$ cat config.mk
export PLATFORM = sky130hd
export DESIGN_NAME = rv32i_instruction_decoder
export DESIGN_NICKNAME = d
export VERILOG_FILES = /design/src/design/rv32idec_pkg.sv /design/src/design/rv32idec_core.sv /design/src/design/rv32i_instruction_decoder.sv
export SDC_FILE = /design/constraint.sdc
export NUM_CORES = 1
export LEC_CHECK = 0
export ABC_CLOCK_PERIOD_IN_PS = 3000
export BUFFER_PORTS_ARGS = -buffer_cell sky130_fd_sc_hd__buf_2
export CORE_ASPECT_RATIO = 1.25
export CORE_MARGIN = 8
export CORE_UTILIZATION = 53
export CTS_BUF_LIST = sky130_fd_sc_hd__clkbuf_8 sky130_fd_sc_hd__clkbuf_16
export CTS_CLUSTER_SIZE = 14
export DETAILED_ROUTE_END_ITERATION = 8
export PLACE_DENSITY = 0.81
export SETUP_SLACK_MARGIN = 0.1
export SYNTH_ARGS = -nofsm -noshare
export SYNTH_HDL_FRONTEND = slang
export SYNTH_SLANG_ARGS = --single-unit
$ cat constraint.sdc
create_clock -name clk_i -period 3 [get_ports clk_i]
set_clock_uncertainty 0.15 [all_clocks]
set_input_delay 0.6 -clock clk_i [delete_from_list [all_inputs] [get_ports clk_i]]
set_output_delay 0.6 -clock clk_i [all_outputs]
set_load 0.05 [all_outputs]
$ cat src/design/rv32idec_pkg.sv
// ----------------------------------------------------------------------------
// rv32idec_pkg
// Types and constants shared by the RV32I decoder: operation and format
// codes, base opcodes and the decoded result record.
// ----------------------------------------------------------------------------
package rv32idec_pkg;

  // base operations, in encoding order
  typedef enum logic [5:0] {
    OP_NONE  = 6'd0,
    OP_LUI   = 6'd1,
    OP_AUIPC = 6'd2,
    OP_JAL   = 6'd3,
    OP_JALR  = 6'd4,
    OP_BEQ   = 6'd5,
    OP_BNE   = 6'd6,
    OP_BLT   = 6'd7,
    OP_BGE   = 6'd8,
    OP_BLTU  = 6'd9,
    OP_BGEU  = 6'd10,
    OP_LB    = 6'd11,
    OP_LH    = 6'd12,
    OP_LW    = 6'd13,
    OP_LBU   = 6'd14,
    OP_LHU   = 6'd15,
    OP_SB    = 6'd16,
    OP_SH    = 6'd17,
    OP_SW    = 6'd18,
    OP_ADDI  = 6'd19,
    OP_SLTI  = 6'd20,
    OP_SLTIU = 6'd21,
    OP_XORI  = 6'd22,
    OP_ORI   = 6'd23,
    OP_ANDI  = 6'd24,
    OP_SLLI  = 6'd25,
    OP_SRLI  = 6'd26,
    OP_SRAI  = 6'd27,
    OP_ADD   = 6'd28,
    OP_SUB   = 6'd29,
    OP_SLL   = 6'd30,
    OP_SLT   = 6'd31,
    OP_SLTU  = 6'd32,
    OP_XOR   = 6'd33,
    OP_SRL   = 6'd34,
    OP_SRA   = 6'd35,
    OP_OR    = 6'd36,
    OP_AND   = 6'd37
  } op_e;

  // instruction formats
  typedef enum logic [2:0] {
    FMT_R = 3'd0,
    FMT_I = 3'd1,
    FMT_S = 3'd2,
    FMT_B = 3'd3,
    FMT_U = 3'd4,
    FMT_J = 3'd5
  } fmt_e;

  // base opcodes
  localparam logic [6:0] OPC_LUI    = 7'h37;
  localparam logic [6:0] OPC_AUIPC  = 7'h17;
  localparam logic [6:0] OPC_JAL    = 7'h6f;
  localparam logic [6:0] OPC_JALR   = 7'h67;
  localparam logic [6:0] OPC_BRANCH = 7'h63;
  localparam logic [6:0] OPC_LOAD   = 7'h03;
  localparam logic [6:0] OPC_STORE  = 7'h23;
  localparam logic [6:0] OPC_OPIMM  = 7'h13;
  localparam logic [6:0] OPC_OP     = 7'h33;

  localparam int unsigned InWordW  = 32;
  localparam int unsigned OutWordW = 64;

  // decoded result
  typedef struct packed {
    logic        recognized;
    logic [31:0] immediate;
    logic [4:0]  src2_reg;
    logic [4:0]  src1_reg;
    logic [4:0]  dest_reg;
    fmt_e        format;
    op_e         operation;
  } dec_t;

endpackage

$ cat src/design/rv32idec_core.sv
// ----------------------------------------------------------------------------
// rv32idec_core
// Combinational decode of one instruction: operation, format, register
// fields and sign-extended immediate.
// ----------------------------------------------------------------------------
module rv32idec_core import rv32idec_pkg::*; (
  input  logic [31:0] instr_i,
  output dec_t        dec_o
);

  logic [6:0] opc;
  logic [2:0] f3;
  logic       b30;
  logic       sgn;
  op_e        op;
  fmt_e       fmt;

  assign opc = instr_i[6:0];
  assign f3  = instr_i[14:12];
  assign b30 = instr_i[30];
  assign sgn = instr_i[31];

  // operation and format from opcode, funct3 and bit 30
  always_comb begin
    op  = OP_NONE;
    fmt = FMT_R;
    case (opc)
      OPC_LUI: begin
        op  = OP_LUI;
        fmt = FMT_U;
      end
      OPC_AUIPC: begin
        op  = OP_AUIPC;
        fmt = FMT_U;
      end
      OPC_JAL: begin
        op  = OP_JAL;
        fmt = FMT_J;
      end
      OPC_JALR: begin
        op  = (f3 == 3'd0) ? OP_JALR : OP_NONE;
        fmt = FMT_I;
      end
      OPC_BRANCH: begin
        fmt = FMT_B;
        case (f3)
          3'd0:    op = OP_BEQ;
          3'd1:    op = OP_BNE;
          3'd4:    op = OP_BLT;
          3'd5:    op = OP_BGE;
          3'd6:    op = OP_BLTU;
          3'd7:    op = OP_BGEU;
          default: op = OP_NONE;
        endcase
      end
      OPC_LOAD: begin
        fmt = FMT_I;
        case (f3)
          3'd0:    op = OP_LB;
          3'd1:    op = OP_LH;
          3'd2:    op = OP_LW;
          3'd4:    op = OP_LBU;
          3'd5:    op = OP_LHU;
          default: op = OP_NONE;
        endcase
      end
      OPC_STORE: begin
        fmt = FMT_S;
        case (f3)
          3'd0:    op = OP_SB;
          3'd1:    op = OP_SH;
          3'd2:    op = OP_SW;
          default: op = OP_NONE;
        endcase
      end
      OPC_OPIMM: begin
        fmt = FMT_I;
        case (f3)
          3'd0:    op = OP_ADDI;
          3'd1:    op = OP_SLLI;
          3'd2:    op = OP_SLTI;
          3'd3:    op = OP_SLTIU;
          3'd4:    op = OP_XORI;
          3'd5:    op = b30 ? OP_SRAI : OP_SRLI;
          3'd6:    op = OP_ORI;
          default: op = OP_ANDI;
        endcase
      end
      OPC_OP: begin
        fmt = FMT_R;
        case (f3)
          3'd0:    op = b30 ? OP_SUB : OP_ADD;
          3'd1:    op = OP_SLL;
          3'd2:    op = OP_SLT;
          3'd3:    op = OP_SLTU;
          3'd4:    op = OP_XOR;
          3'd5:    op = b30 ? OP_SRA : OP_SRL;
          3'd6:    op = OP_OR;
          default: op = OP_AND;
        endcase
      end
      default: begin
        op  = OP_NONE;
        fmt = FMT_R;
      end
    endcase
  end

  // register fields and immediate per format; all zero when unrecognized
  always_comb begin
    dec_o            = '0;
    dec_o.operation  = op;
    dec_o.recognized = (op != OP_NONE);
    if (op != OP_NONE) begin
      dec_o.format = fmt;
      case (fmt)
        FMT_R: begin
          dec_o.dest_reg = instr_i[11:7];
          dec_o.src1_reg = instr_i[19:15];
          dec_o.src2_reg = instr_i[24:20];
        end
        FMT_I: begin
          dec_o.dest_reg  = instr_i[11:7];
          dec_o.src1_reg  = instr_i[19:15];
          dec_o.immediate = {{20{sgn}}, instr_i[31:20]};
        end
        FMT_S: begin
          dec_o.src1_reg  = instr_i[19:15];
          dec_o.src2_reg  = instr_i[24:20];
          dec_o.immediate = {{20{sgn}}, instr_i[31:25], instr_i[11:7]};
        end
        FMT_B: begin
          dec_o.src1_reg  = instr_i[19:15];
          dec_o.src2_reg  = instr_i[24:20];
          dec_o.immediate = {{19{sgn}}, sgn, instr_i[7], instr_i[30:25],
                             instr_i[11:8], 1'b0};
        end
        FMT_U: begin
          dec_o.dest_reg  = instr_i[11:7];
          dec_o.immediate = {instr_i[31:12], 12'd0};
        end
        FMT_J: begin
          dec_o.dest_reg  = instr_i[11:7];
          dec_o.immediate = {{11{sgn}}, sgn, instr_i[19:12], instr_i[20],
                             instr_i[30:21], 1'b0};
        end
        default: begin
          dec_o.format = FMT_R;
        end
      endcase
    end
  end

endmodule

$ cat src/design/rv32i_instruction_decoder.sv
// ----------------------------------------------------------------------------
// rv32i_instruction_decoder
// RV32I base instruction decoder with stream ports, one word per cycle while the output is not stalled.
// ----------------------------------------------------------------------------
// Every instruction word taken on the input stream gives exactly one decoded
// word on the output stream, in order. The block is a two-register pipeline:
// an input register holds the instruction, the decode logic sits between it
// and a result register. A word taken on the input passes the input register
// and then the result register before it shows as output valid, and an output
// stall can hold it in either. The block takes a new word every cycle as
// long as the output side keeps taking results; a stall on the output fills
// the input register and then holds s_axis_tready low. Unknown opcodes and
// funct3 codes give operation 0, recognized low and all other fields zero.
module rv32i_instruction_decoder import rv32idec_pkg::*; (
  input  logic                clk_i,
  input  logic                rst_ni,
  input  logic                s_axis_tvalid,
  output logic                s_axis_tready,
  // instruction_word[31:0]
  input  logic [InWordW-1:0]  s_axis_tdata,
  output logic                m_axis_tvalid,
  input  logic                m_axis_tready,
  // operation[5:0], format[8:6], dest_reg[13:9], src1_reg[18:14],
  // src2_reg[23:19], immediate[55:24], recognized[56], zero[63:57]
  output logic [OutWordW-1:0] m_axis_tdata
);

  logic        in_vld_q;
  logic [31:0] instr_q;
  logic        out_vld_q;
  dec_t        res_q;
  dec_t        dec;
  logic        out_ready;
  logic        in_ready;

  // pipeline advance conditions
  assign out_ready     = !out_vld_q || m_axis_tready;
  assign in_ready      = !in_vld_q || out_ready;
  assign s_axis_tready = in_ready;

  // input register
  always_ff @(posedge clk_i or negedge rst_ni) begin
    if (!rst_ni) begin
      in_vld_q <= 1'b0;
    end else if (in_ready) begin
      in_vld_q <= s_axis_tvalid;
    end
  end

  always_ff @(posedge clk_i) begin
    if (in_ready && s_axis_tvalid) begin
      instr_q <= s_axis_tdata;
    end
  end

  // decode logic
  rv32idec_core u_core (
    .instr_i (instr_q),
    .dec_o   (dec)
  );

  // result register
  always_ff @(posedge clk_i or negedge rst_ni) begin
    if (!rst_ni) begin
      out_vld_q <= 1'b0;
    end else if (out_ready) begin
      out_vld_q <= in_vld_q;
    end
  end

  always_ff @(posedge clk_i) begin
    if (out_ready && in_vld_q) begin
      res_q <= dec;
    end
  end

  // output packing
  assign m_axis_tvalid = out_vld_q;
  assign m_axis_tdata  = {{(OutWordW - $bits(dec_t)){1'b0}}, res_q};

endmodule
==> flow_summary.yaml <==
sta:
  period_share_pct: 93.1
  fmax_mhz: 358
  setup_violations: 0
  max_slew_margin_pct: 35.5
  slew_violations: 0
  worstMarginPinSlew_ns: 0.965
  tns_ns: 0
  hold_viol: 0
  layout_setup_ws_ns: 0.207
  fin_crit_ns: 2.79
  grt_setup_unrepaired: "false"
drt:
  num_vias: 3259
  wl_per_cell_um: 19.1
  vias_per_cell: 6.01
  antenna_left: 0
  totalWireLength_mm: 10.3
  drtPass1Iterations: 5
  drtIter0Drc: 305
  drc: 0
setup_path:
  cp_slowest_cell: "a211oi_4"
  regToRegSetupSlack_ns: 0.21
  crit_family: "compound AO/OA/AOI/OAI gates"
  critical_path_required_ns: 2.95
  critPathBufInv: 2
  cp-end-kind: "flip-flop"
  cp_max_fo: 19
  crit_chain: "buf_4 > xor2_1 > mux2_2 > o22ai_1 > a211oi_4 > buf_4 > a31oi_1"
  ff2ff_path_depth: 7
  crit_path_start: "instr_q[13]"
  crit_path_start_kind: "flip-flop"
  worst-path-stages: 7
  timing.rr.start: "instr_q[13]"
  crit_arrival_ns: 2.74
  reg2reg_to: "m_axis_tdata[52]"
  slowest_delay_ns: 0.70
  path_class: "flip-flop to flip-flop"
  critPathCapture: "m_axis_tdata[52]"
  crit_top_cell: "buf_4"
layout:
  area_delta_synth_final_pct: 21.1
  diodes: 0
  nets: 478
  instances_no_fill: 542
  layout_commonest_cell: "buf_2"
  mostFrequentLayoutCells: "buf_2 (94), edfxtp_1 (89), a31oi_1 (38)"
  layout-drive-gt1-share_pct: 33.6
  nFillCells: 604
synth:
  synth-edff-count: 89
  async_reset_ff_share_pct: 2.20
  syn_avg_cell_area_um2: 12.5
  yosys_register_bits: 91
  seq_area_frac_synth_pct: 64.9
  synth_cell_types: 52
  yosysWarnings: 0
  synthFlopType: "edfxtp_1"
  syn_area_mm2: 0.00420
  postSynthCellCount: 336
floorplan:
  die_w_um: 95.6
  core_area_mm2: 0.00775
  placementRows: 36
  io_pins: 102
  start_util_pct: 54.2
  die_h_um: 115
  dieArea_mm2: 0.0110
power:
  power.density_mw_per_mm2: 558
  leakage_nw: 1.97
  vdd.ir_drop.worst_mv: 0.346
flow_run:
  cap_violations: 0
clocking:
  clock_path_buffers: 2
  post_cts_buffers: 0
  clk_latency_ns: 0.37
  cts_buffers: 9
  cts.sinks: 91
  cts.repair.resized: 0
  cts-root-buf: "clkbuf_8"
  clk_pin_slew_worst_paths_ns: 0.09
  cts_tree: "done"
  htreeDepth: 3
outcome:
  status: "finished, final reports clean"
place:
  preCtsSetupSlack_ns: 0.0588
  dp_hpwl_mm: 7.09
  globalplace.congestion: 0.881
  dp.cells: 524
  portBuffers: 94
global_routing:
  antenna_found_initial: 0
  grt.total_usage_pct: 18.7
  grt_pass1_vias: 3175
  grt_max_degree: 51
  grt_pass1_wl_mm: 15.8
  grt-ovfl-total: 0
worst_hold_path:
  hp-class: "primary input to flip-flop"
==> per-stage QoR <==
stage	power (mW)	hold slack, ns	utilization (%)	cell area [µm²]
3_3_place_gp	2.02	0.235	62.8	4870
6_report	2.84	0.252	65.6	5080
4_1_cts	2.85	0.235	65.6	5080
5_1_grt	2.93	0.238	65.6	5080
2_1_floorplan	1.90	0.154	-	4220
3_5_place_dp	2.04	0.238	62.8	4870
==> cells by family after synthesis <==
family / after synthesis / share of synthesized area [%]
mux: 5 / 1.25
flops: 91 / 64.9
other cells: 1 / 0.0894
xor+xnor: 2 / 0.417
simple gates: 89 / 11.1
buf+inv: 50 / 6.20
compound gates: 98 / 16.0
==> state kept, by name, summed over array words and instances (netlist names) <==
| signal | cells |
|---|---|
| instr_q | 32 |
| in_vld_q | 1 |
| m_axis_tvalid | 1 |
| m_axis_tdata | 57 |
==> routing by layer <==
metal	track usage (%)	routed length, µm	up-vias
met5	0	0	-
met4	9.35	311	0
met3	4.99	974	32
met2	30.0	5140	178
met1	22.7	3900	1562
li1	-	-	1487
==> layout make-up <==
| cell class | count | area, µm² | share of cell area (%) |
|---|---|---|---|
| Timing Repair Buffer | 128 | 753 | 14.8 |
| Tap cell | 95 | 119 | 2.34 |
| Clock inverter | 6 | 57.6 | 1.13 |
| Inverter | 10 | 37.5 | 0.738 |
| Clock buffer | 10 | 138 | 2.71 |
| Multi-Input combinational cell | 202 | 1260 | 24.7 |
| Sequential cell | 91 | 2720 | 53.6 |
==> cells in the mapped netlist, drive strengths merged, types with 2 or more instances <==
cell / instances / share of area, %
a21oi: 22 / 2.6
o311a: 2 / 0.75
and4: 2 / 0.42
edfxtp: 89 / 64
clkbuf: 6 / 0.57
nor2: 11 / 0.98
o211ai: 2 / 0.36
nor3: 5 / 0.60
mux2: 2 / 0.54
nand3: 10 / 1.2
and2: 4 / 0.60
nor2b: 6 / 0.89
mux2i: 3 / 0.72
a21boi: 3 / 0.54
buf: 34 / 4.7
o31ai: 2 / 0.36
a31oi: 38 / 5.7
or3: 3 / 0.45
o21ai: 8 / 0.95
a21o: 3 / 0.54
nand2: 27 / 2.4
a32oi: 7 / 1.5
nand2b: 8 / 1.2
nand3b: 2 / 0.36
inv: 10 / 0.89
a211oi: 2 / 0.66
xor2: 2 / 0.42
nor4: 4 / 0.60
dfrtp: 2 / 1.2
o221ai: 2 / 0.42
or4: 2 / 0.36
==> worst reg2reg max path, delay by kind of cell (launching register included) <==
| family | cells | cell delay (ns) |
|---|---|---|
| muxes | 1 | 0.17 |
| DFF | 1 | 0.50 |
| AOI/OAI and AO/OA | 3 | 1.02 |
| buffers and inverters | 2 | 0.57 |
| xor gates and xnor gates | 1 | 0.12 |
==> what timing repair did <==
item                                   4_1_cts  5_1_grt
endpoints found under the hold margin        2        0
setup endpoints to repair                   15        0
hold buffers                                 1        0
==> how the worst min path moves through the flow <==
stage	slack, ns	end	cells after the start	from
after floorplan	0.15	in_vld_q	0	rst_ni
after global placement	0.23	m_axis_tvalid	1	rst_ni
after detailed placement	0.24	m_axis_tvalid	1	rst_ni
after CTS	0.23	instr_q[13]	1	s_axis_tdata[13]
after global routing	0.24	instr_q[25]	1	s_axis_tdata[25]
final	0.25	instr_q[13]	1	s_axis_tdata[13]
==> where the power goes <==
group / switching (mW) / internal, mW
clock network: 0.426 / 0.402
logic: 0.359 / 0.123
registers: 0.0392 / 1.49
total: 0.824 / 2.01
(Power assumes the default switching activity.)
